### config.mk
export PLATFORM = sky130hd
export DESIGN_NAME = timestamp_ordered_frame_queue
export DESIGN_NICKNAME = d
export VERILOG_FILES = /design/src/rtl/tofq_pkg.sv /design/src/rtl/tofq_ram.sv /design/src/rtl/timestamp_ordered_frame_queue.sv
export SDC_FILE = /design/constraint.sdc
export NUM_CORES = 2
export LEC_CHECK = 0
export ABC_CLOCK_PERIOD_IN_PS = 21600
export BUFFER_PORTS_ARGS = -buffer_cell sky130_fd_sc_hd__buf_2
export CORE_ASPECT_RATIO = 2
export CORE_UTILIZATION = 50
export DETAILED_ROUTE_END_ITERATION = 10
export PLACE_DENSITY = 0.66
export SYNTH_ARGS = -nofsm -noshare
export SYNTH_HDL_FRONTEND = slang
export SYNTH_HIERARCHICAL = 1
export SYNTH_SLANG_ARGS = --single-unit
### constraint.sdc
create_clock -name clk -period 21.6 [get_ports clk]
set_input_delay 3.24 -clock clk [delete_from_list [all_inputs] [get_ports clk]]
set_output_delay 3.24 -clock clk [all_outputs]
set_load 0.02 [all_outputs]
### src/rtl/tofq_pkg.sv
// shared constants for the timestamp-ordered frame queue
package tofq_pkg;

  localparam int QUEUE_DEPTH = 16;
  localparam int TAG_BITS    = 16;

  localparam int TS_W    = 64;
  localparam int TAG_W   = 16;
  localparam int DELTA_W = 16;
  localparam int CMD_W   = 2;
  localparam int ST_W    = 2;

  localparam logic [CMD_W-1:0] CMD_ADD   = 2'd0;
  localparam logic [CMD_W-1:0] CMD_POP   = 2'd1;
  localparam logic [CMD_W-1:0] CMD_PEEK  = 2'd2;
  localparam logic [CMD_W-1:0] CMD_QUERY = 2'd3;

  localparam logic [ST_W-1:0] ST_OK    = 2'd0;
  localparam logic [ST_W-1:0] ST_EMPTY = 2'd1;
  localparam logic [ST_W-1:0] ST_FULL  = 2'd2;

endpackage

### src/rtl/tofq_ram.sv
// generic single-write, single-read ram with registered read data
module tofq_ram #(
  parameter int WIDTH = 8,
  parameter int DEPTH = 16
) (
  input  logic                     clk,
  input  logic                     we,
  input  logic [$clog2(DEPTH)-1:0] waddr,
  input  logic [WIDTH-1:0]         wdata,
  input  logic [$clog2(DEPTH)-1:0] raddr,
  output logic [WIDTH-1:0]         rdata
);

  logic [WIDTH-1:0] mem [DEPTH];

  always_ff @(posedge clk) begin
    if (we) begin
      mem[waddr] <= wdata;
    end
    rdata <= mem[raddr];
  end

endmodule

### src/rtl/timestamp_ordered_frame_queue.sv
// Frame descriptors sit in one ram used as a ring, kept in timestamp order (ties keep arrival
// order); one command is taken at a time and gives one response. Query, an add to a full
// queue and pop or peek on an empty queue go straight to the response (response valid the
// cycle after acceptance); pop and peek of an entry pass through S_HRD and S_HEV first,
// since the head entry comes through the ram's registered read. An add walks the ring
// backward from the tail, one ram read and evaluate (S_RD, S_EV) per entry: first past every
// entry with a later timestamp, shifting each up by one, then back to the nearest cluster
// start; S_PUT then writes the new entry. A response stall holds the response until it is
// taken. Track queries are answered from an audio entry count held in a register.
module timestamp_ordered_frame_queue #(
  parameter int QUEUE_DEPTH = tofq_pkg::QUEUE_DEPTH,
  parameter int TAG_BITS    = tofq_pkg::TAG_BITS
) (
  input  logic                        clk,
  input  logic                        rst,
  input  logic                        cmd_valid,
  output logic                        cmd_stall,
  input  logic [tofq_pkg::CMD_W-1:0]  command,
  input  logic [tofq_pkg::TS_W-1:0]   timestamp_ms,
  input  logic                        starts_cluster,
  input  logic                        track_kind,
  input  logic [tofq_pkg::TAG_W-1:0]  frame_tag,
  output logic                        rsp_valid,
  input  logic                        rsp_stall,
  output logic [tofq_pkg::ST_W-1:0]   status,
  output logic [tofq_pkg::DELTA_W-1:0] delta_ms,
  output logic [tofq_pkg::TS_W-1:0]   head_timestamp_ms,
  output logic                        head_starts_cluster,
  output logic                        head_track,
  output logic [tofq_pkg::TAG_W-1:0]  head_tag,
  output logic                        track_found,
  output logic                        queue_empty
);

  localparam int IDXW = $clog2(QUEUE_DEPTH);
  localparam int CNTW = $clog2(QUEUE_DEPTH + 1);
  localparam int ENTW = tofq_pkg::TS_W + 2 + TAG_BITS;
  localparam int CLUS_BIT = TAG_BITS + 1;
  localparam int TRK_BIT  = TAG_BITS;

  localparam logic [2:0] S_IDLE = 3'd0;
  localparam logic [2:0] S_RD   = 3'd1;
  localparam logic [2:0] S_EV   = 3'd2;
  localparam logic [2:0] S_PUT  = 3'd3;
  localparam logic [2:0] S_HRD  = 3'd4;
  localparam logic [2:0] S_HEV  = 3'd5;
  localparam logic [2:0] S_OUT  = 3'd6;

  logic [2:0]                         state;
  logic [CNTW-1:0]                    occupancy;
  logic [CNTW-1:0]                    audio_cnt;
  logic [IDXW-1:0]                    head;
  logic [tofq_pkg::TS_W-1:0]          cluster_base;
  logic [IDXW-1:0]                    hole;
  logic [IDXW-1:0]                    ptr;
  logic                               gov_search;
  logic [tofq_pkg::DELTA_W-1:0]       gov;
  logic [tofq_pkg::CMD_W-1:0]         cmd_q;
  logic [tofq_pkg::TS_W-1:0]          ts_q;
  logic                               clus_q;
  logic                               trk_q;
  logic [TAG_BITS-1:0]                tag_q;

  logic                               ram_we;
  logic [IDXW-1:0]                    ram_waddr;
  logic [ENTW-1:0]                    ram_wdata;
  logic [IDXW-1:0]                    ram_raddr;
  logic [ENTW-1:0]                    ram_rdata;
  logic [tofq_pkg::TS_W-1:0]          rd_time;
  logic                               rd_clus;
  logic                               rd_trk;
  logic [TAG_BITS-1:0]                rd_tag;
  logic                               later;

  // logical queue position to ring address
  function automatic logic [IDXW-1:0] phys(input logic [IDXW-1:0] base,
                                           input logic [IDXW-1:0] lidx);
    logic [IDXW:0] sum;
    sum = {1'b0, base} + {1'b0, lidx};
    if (sum >= (IDXW+1)'(QUEUE_DEPTH)) begin
      sum = sum - (IDXW+1)'(QUEUE_DEPTH);
    end
    return sum[IDXW-1:0];
  endfunction

  assign rd_time = ram_rdata[ENTW-1 -: tofq_pkg::TS_W];
  assign rd_clus = ram_rdata[CLUS_BIT];
  assign rd_trk  = ram_rdata[TRK_BIT];
  assign rd_tag  = ram_rdata[TAG_BITS-1:0];
  assign later   = ts_q < rd_time;

  assign cmd_stall   = (state != S_IDLE);
  assign rsp_valid   = (state == S_OUT);
  assign queue_empty = (occupancy == '0);

  // during the walk reads sit below the hole, so no read whose data is used overlaps a write to the same entry
  always_comb begin
    ram_we    = 1'b0;
    ram_waddr = phys(head, hole);
    ram_wdata = {ts_q, clus_q, trk_q, tag_q};
    ram_raddr = phys(head, ptr);
    case (state)
      S_EV: begin
        if (!gov_search && later) begin
          ram_we    = 1'b1;
          ram_wdata = ram_rdata;
        end
      end
      S_PUT: begin
        ram_we = 1'b1;
      end
      default: begin
      end
    endcase
  end

  tofq_ram #(
    .WIDTH(ENTW),
    .DEPTH(QUEUE_DEPTH)
  ) u_ram (
    .clk  (clk),
    .we   (ram_we),
    .waddr(ram_waddr),
    .wdata(ram_wdata),
    .raddr(ram_raddr),
    .rdata(ram_rdata)
  );

  always_ff @(posedge clk) begin
    if (rst) begin
      state        <= S_IDLE;
      occupancy    <= '0;
      audio_cnt    <= '0;
      head         <= '0;
      cluster_base <= '0;
    end else begin
      case (state)
        S_IDLE: begin
          if (cmd_valid) begin
            cmd_q               <= command;
            ts_q                <= timestamp_ms;
            clus_q              <= starts_cluster;
            trk_q               <= track_kind;
            tag_q               <= TAG_BITS'(frame_tag);
            status              <= (command == tofq_pkg::CMD_ADD &&
                                    occupancy == CNTW'(QUEUE_DEPTH)) ? tofq_pkg::ST_FULL :
                                   ((command == tofq_pkg::CMD_POP ||
                                     command == tofq_pkg::CMD_PEEK) &&
                                    occupancy == '0) ? tofq_pkg::ST_EMPTY : tofq_pkg::ST_OK;
            delta_ms            <= '0;
            head_timestamp_ms   <= '0;
            head_starts_cluster <= 1'b0;
            head_track          <= 1'b0;
            head_tag            <= '0;
            track_found         <= (command == tofq_pkg::CMD_QUERY) &&
                                   (track_kind ? (audio_cnt != '0) : (audio_cnt != occupancy));
            gov_search          <= 1'b0;
            case (command)
              tofq_pkg::CMD_ADD: begin
                if (occupancy == CNTW'(QUEUE_DEPTH)) begin
                  state  <= S_OUT;
                end else begin
                  hole <= IDXW'(occupancy);
                  if (occupancy == '0) begin
                    gov   <= cluster_base[tofq_pkg::DELTA_W-1:0];
                    state <= S_PUT;
                  end else begin
                    ptr   <= IDXW'(occupancy - CNTW'(1));
                    state <= S_RD;
                  end
                end
              end
              tofq_pkg::CMD_POP, tofq_pkg::CMD_PEEK: begin
                if (occupancy == '0) begin
                  state  <= S_OUT;
                end else begin
                  ptr   <= '0;
                  state <= S_HRD;
                end
              end
              tofq_pkg::CMD_QUERY: begin
                state <= S_OUT;
              end
              default: begin
                state <= S_OUT;
              end
            endcase
          end
        end
        S_RD: begin
          state <= S_EV;
        end
        S_EV: begin
          if (!gov_search && later) begin
            // entry moved up into the hole, hole follows it down
            hole <= ptr;
            if (ptr == '0) begin
              gov   <= cluster_base[tofq_pkg::DELTA_W-1:0];
              state <= S_PUT;
            end else begin
              ptr   <= ptr - IDXW'(1);
              state <= S_RD;
            end
          end else begin
            // insertion point fixed, look back for the governing cluster start
            gov_search <= 1'b1;
            if (rd_clus) begin
              gov   <= rd_time[tofq_pkg::DELTA_W-1:0];
              state <= S_PUT;
            end else if (ptr == '0) begin
              gov   <= cluster_base[tofq_pkg::DELTA_W-1:0];
              state <= S_PUT;
            end else begin
              ptr   <= ptr - IDXW'(1);
              state <= S_RD;
            end
          end
        end
        S_PUT: begin
          occupancy <= occupancy + CNTW'(1);
          if (trk_q) begin
            audio_cnt <= audio_cnt + CNTW'(1);
          end
          delta_ms <= ts_q[tofq_pkg::DELTA_W-1:0] - gov;
          state    <= S_OUT;
        end
        S_HRD: begin
          state <= S_HEV;
        end
        S_HEV: begin
          head_timestamp_ms   <= rd_time;
          head_starts_cluster <= rd_clus;
          head_track          <= rd_trk;
          head_tag            <= tofq_pkg::TAG_W'(rd_tag);
          if (cmd_q == tofq_pkg::CMD_POP) begin
            if (rd_clus) begin
              cluster_base <= rd_time;
            end
            head      <= phys(head, IDXW'(1));
            occupancy <= occupancy - CNTW'(1);
            if (rd_trk) begin
              audio_cnt <= audio_cnt - CNTW'(1);
            end
          end
          state <= S_OUT;
        end
        S_OUT: begin
          if (!rsp_stall) begin
            state <= S_IDLE;
          end
        end
        default: begin
          state <= S_IDLE;
        end
      endcase
    end
  end

endmodule

# Yosys cells after proc, flatten, opt, wreduce, memory -nomap -nowiden
# Memory sizes are Yosys's and may differ from the RTL's. A register that Yosys moved wholly into a read port is not among the register bits.
# Index checks and enable logic that the tools add are counted.
[word_totals]
register_bits = 243
latch_bits = 0
ram_bits = 1312
rom_bits = 0
in_bits = 88
word_cells = 155
n_memories = 1
[mem_list]
columns = ["name", "depth", "word_bits", "read_ports", "rd_ports_with_merged_regs", "write_ports", "line_no", "text"]
rows = [
  ["u_ram.mem", 16, 82, 1, 1, 1, "tofq_ram.sv:14", "logic [WIDTH-1:0] mem [DEPTH];"],
]
[classes]
addsub = 12
n_mul = 0
n_div = 0
magnitude_cmp = 4
eq_ne = 27
n_shift = 0
n_mux = 59
bitwise_logic = 1
reduce_logical = 30
[ops]
columns = ["op", "count"]
rows = [
  ["$mux 82", 2],
  ["$mux 16", 8],
  ["$pmux 64 s2", 1],
  ["$pmux 16 s2", 3],
  ["$lt 64x64->1", 1],
  ["$mux 64", 1],
  ["$mux 4", 14],
  ["$pmux 4 s2", 3],
  ["$mux 5", 4],
  ["$pmux 5 s2", 2],
  ["$ne 2x2->1 const B", 9],
  ["$pmux 3 s6", 1],
  ["$sub 16x16->16", 1],
  ["$sub 4x1->4 const B", 4],
  ["$ge 5x5->1 const B", 3],
  ["$mux 3", 5],
  ["$ne 3x3->1 const B", 4],
  ["$reduce_and 3->1", 4],
  ["$reduce_and 6->1", 2],
  ["$add 4x4->5", 2],
  ["$add 5x1->5 const B", 2],
  ["$sub 5x1->5 const B", 2],
  ["$eq 3x3->1 const B", 3],
  ["$pmux 3 s3", 1],
  ["other kinds (27)", 51],
]

# Depth between registers and ports, before layout
[depth]
depth_word = 6
depth_mapped = 13
mapped_depth_nobuf = 12

# Hierarchy
# Netlist, hierarchy kept.
[modules_own_cells]
columns = ["mod", "instances", "cells_each", "area_per_inst_um2", "seq_area_each_um2"]
rows = [
  ["tofq_ram", 1, 2103, 50683.6, 41039.4],
  ["timestamp_ordered_frame_queue", 1, 1079, 12549.5, 6966.7],
]

# Worst setup path after synthesis
# No wires, ideal clock.
[synth_timing]
kind = "register to register"
start = "reg ts_q[30] in the netlist's numbering"
end = "mem u_ram/mem[0][0] in the netlist's numbering, enable pin"
arrival_time_ns = 8.337
slack_ns = 12.640
stages_incl_launch_ff = 13
path_buffers = 1
path_cell_list = "edfxtp_1 ha_1 and4_1 nor4b_4 a211o_1 o2bb2ai_1 a41oi_2 a21boi_1 nor3_2 buf_2 nand2b_1 or3b_2 nor3_1"
[synth_between]
elab_chain_len = 6
[synth_lines]
columns = ["element", "line_no", "text"]
rows = [
  ["from (decl)", "timestamp_ordered_frame_queue.sv:59", "logic [tofq_pkg::TS_W-1:0] ts_q;"],
  ["from (signal assigned)", "timestamp_ordered_frame_queue.sv:141", "ts_q <= timestamp_ms;"],
  ["$lt 64x64->1", "timestamp_ordered_frame_queue.sv:90", "assign later = ts_q < rd_time;"],
  ["$logic_and 1x1->1", "timestamp_ordered_frame_queue.sv:104", "if (!gov_search && later) begin"],
  ["$mux 1", "timestamp_ordered_frame_queue.sv:104", ""],
  ["$pmux 1 s2", "timestamp_ordered_frame_queue.sv:102", "case (state)"],
  ["named net ram_we", "timestamp_ordered_frame_queue.sv:64", "logic ram_we;"],
  ["$mux 1", "tofq_ram.sv:17", "if (we) begin"],
  ["$mux 1 (not written as such)", "tofq_ram.sv:18", "mem[waddr] <= wdata;"],
  ["to (decl)", "tofq_ram.sv:14", ""],
]
# The timed path passes the listed nets, and every way through them passes these cells.

# Worst setup path after layout
[layout_timing]
start = "reg ts_q[2] in the netlist's numbering"
end = "mem u_ram/mem[15][55] in the netlist's numbering, enable pin"
# The elaborated chain is that of the path after synthesis.

==> flow_summary_export.csv <==
group,metric,value,unit
layout,nets,3614,
sta,slew_headroom,0.1723,
sta,setup_viol,0,
clocking,post_cts_buffers,0,
critical_path,cp.required,22.00,ns
routing,via_per_inst,5.914,
sta,worst_slack,15.81,ns
placed_design,port_buffers,191,
critical_path,r2r_start,"ts_q[2]",
sta,slew_viol_final,0,
routing,drt-wirelength-per-cell,27.21,um
synth,synth_seq_area_share,0.7592,
synth,synth_edf_count,1522,
sta,period_needed,5.789,ns
layout,final_area,70950,um^2
synth,synth-seq-cells,1637,
critical_path,cp_top_family,"compound AO/OA/AOI/OAI gates",
routing,postRouteAntennaNets,0,
placed_design,placed_cell_area,66140,um^2
critical_path,crit_type,"flip-flop to flip-flop",
routing,drt-initial-drc-count,2616,
clocking,clk_latency,0.79,ns
routing,wirelength,142100,um
floorplan,die_h,504.9,um
floorplan,fp.dieW,253.5,um
sta,finalCritPeriodShare,0.2680,
layout,layout-drive-gt1-share,0.2359,
synth,synth_top_cell_area_share,0.7228,
floorplan,dieArea,128000,um^2
placed_design,gp_congestion,0.7903,
global_route,grt_max_degree,128,
run,max_cap_viol_count,0,
synth,syn_inst,3182,
placed_design,dp_worst_setup_slack,15.85,ns
global_route,antenna_found_initial,9,
critical_path,cp_slowest_cell,"nor2_4",
floorplan,io-pin-count,192,
synth,synth_fp_nets,3368,
floorplan,rows,184,
sta,setup_tns,0,ns
clocking,postCtsHoldBufs,0,
min_path,hold_path.class,"flip-flop to flip-flop",
clocking,cts.htree.levels,4,
critical_path,max_stage_delay,0.85,ns
global_route,grt_pass1_vias,32086,
synth,ys_types,61,
global_route,grt.total_usage,0.2268,
critical_path,cp-startpoint,"ts_q[2]",
synth,synthFlopType,"edfxtp_1",
clocking,cts_resized,0,
power_and_ir_drop,peakVddDrop,0.00007942,V
clocking,cts.sinks,1637,
floorplan,core,125500,um^2
min_path,min_from,"cluster_base[0]",
layout,final_common_cell,"edfxtp_1",
clocking,cts-root-buf,"clkbuf_16",
synth,yosys_warnings,6,
critical_path,cp_num_buf_inv,2,
run_status,outcome,"finished, final reports clean",
clocking,cts_buffers,141,
placed_design,dp.cells,4959,
sta,fmax,0.1727,GHz
synth,synth_top_area_cell,"edfxtp_1",
layout,fin_util,0.5655,
critical_path,path_cells,"ha_1 > a211oi_1 > o21ai_0 > a21oi_1 > o21ai_0 > a41oi_2 > a21boi_1 > nor3_4 > nand2b_1 > nand3_1 > nor2_4 > buf_4 > buf_4",
routing,drc,0,
power_and_ir_drop,leakagePower,23.51,nW
clocking,clk_path_buf_depth,3,
synth,yosys-top-cells-area,"edfxtp_1 (72%), mux4_2 (12%), dfxtp_1 (3.6%)",
sta,rsz0062_at_grt,"no",
routing,firstDrtPassIters,5,
global_route,grt_pass1_wl,209100,um
clocking,cts_tree,"built",
layout,post_layout_nonfiller_instances,5224,
synth,syn_avg_cell_area,19.87,um^2
clocking,clkSlewWorstSetupHoldPaths,0.08,ns
layout,layout_common_cells,"edfxtp_1 (1522), mux4_2 (328), buf_2 (191)",
global_route,overflow,0,
routing,vias,30895,
sta,worst_pin_slew,1.232,ns
sta,final-hold-violation-count,0,
critical_path,critPathLaunchType,"flip-flop",
layout,area_growth,12.21,%
critical_path,cp-end-kind,"flip-flop",
critical_path,cp.arrival,6.18,ns
sta,clock_skew,0.03429,ns
placed_design,dp_hpwl,80490,um
synth,synth.cell_area,63230,um^2
synth,synth-async-reset-ratio,0,
power_and_ir_drop,power_density,104.3,nW/um^2
floorplan,start_util,0.5040,
critical_path,path_max_fanout,42,
==> sequential cells by signal (all words and copies together), names as in the netlist, 2 cells and up <==
signal and count:
audio_cnt 5, cluster_base 16, cmd_q 2, delta_ms 16
gov 16, head 4, head_tag 16, head_timestamp_ms 64
hole 4, occupancy 5, ptr 4, state 3
status 2, tag_q 16, ts_q 64, u_ram/mem 1312
u_ram/rdata 82
==> through the flow <==
stage	total power, W	hold WS (ns)
after floorplan	0.004519	0.4319
after global placement	0.004848	0.4372
after detailed placement	0.004859	0.4472
after CTS	0.007469	0.4568
after global routing	0.007652	0.4652
final	0.007404	0.4569
==> synthesized netlist by cell type, types with 5 or more instances <==
library cell	n
a221oi_1	17
a21o_1	16
and2_1	22
mux2_2	7
mux2_1	73
ha_1	94
xor2_1	10
a21oi_1	66
buf_4	19
buf_6	20
nand3_1	8
a211oi_1	7
buf_2	19
and3_1	5
buf_1	23
inv_1	110
nand2b_1	5
mux4_2	328
o21ai_0	31
nand2_1	159
nor2b_1	9
clkbuf_1	67
nand4_1	13
nor2_1	133
dfxtp_1	115
xnor2_1	21
a22oi_1	165
or3_1	7
nor3_1	31
o21a_1	5
edfxtp_1	1522
==> power by group <==
group	total, W	internal [W]	switching [W]
logic	0.00101	0.000362	0.000645
registers	0.00377	0.00370	0.0000704
clock network	0.00262	0.00148	0.00114
==> path summary, 6_finish.rpt <==
check                                         end  slack, ns  cells past startpoint
worst max register to register  u_ram/mem[15][55]      15.81                     13
worst min-delay path              cluster_base[0]       0.46                      2
worst min register to register    cluster_base[0]       0.46                      2
worst max-delay path            u_ram/mem[15][55]      15.81                     13
==> worst min-delay path, delay by kind of cell (launching register included) <==
| kind | cells | cell delay, ns |
|---|---|---|
| AOI/OAI and AO/OA | 1 | 0.05 |
| DFF | 1 | 0.31 |
| and+or+nand+nor | 1 | 0.05 |
==> per-layer routing <==
layer | share of wire | up-vias | GRT usage
met5 | 0 | - | 0
met4 | 0.029 | 0 | 0.07904
met2 | 0.52 | 1084 | 0.3906
met1 | 0.39 | 16260 | 0.2921
met3 | 0.063 | 209 | 0.03391
li1 | - | 13342 | -
==> layout make-up <==
class	count	area, um^2
sequential	1637	48010
inverter	111	424.2
clock inverter	72	849.6
timing repair buffer	251	1431
clock buffer	191	3953
multi-input combinational	1286	14190
tap	1674	2095
fill	9360	54520
antenna	2	5.005
==> logic make-up (layout without fill, tap and decap cells) <==
| family | after synthesis | in the layout | synth area share |
|---|---|---|---|
| buf+inv | 259 | 625 | 0.01925 |
| mux | 412 | 412 | 0.1317 |
| xor+xnor | 31 | 31 | 0.004294 |
| other cells | 0 | 2 | 0 |
| compound gates | 335 | 335 | 0.03669 |
| fa+ha+maj | 98 | 98 | 0.01987 |
| flops | 1637 | 1637 | 0.7592 |
| simple gates | 410 | 410 | 0.02901 |
No activity file was read; power rests on OpenSTA's default activity.
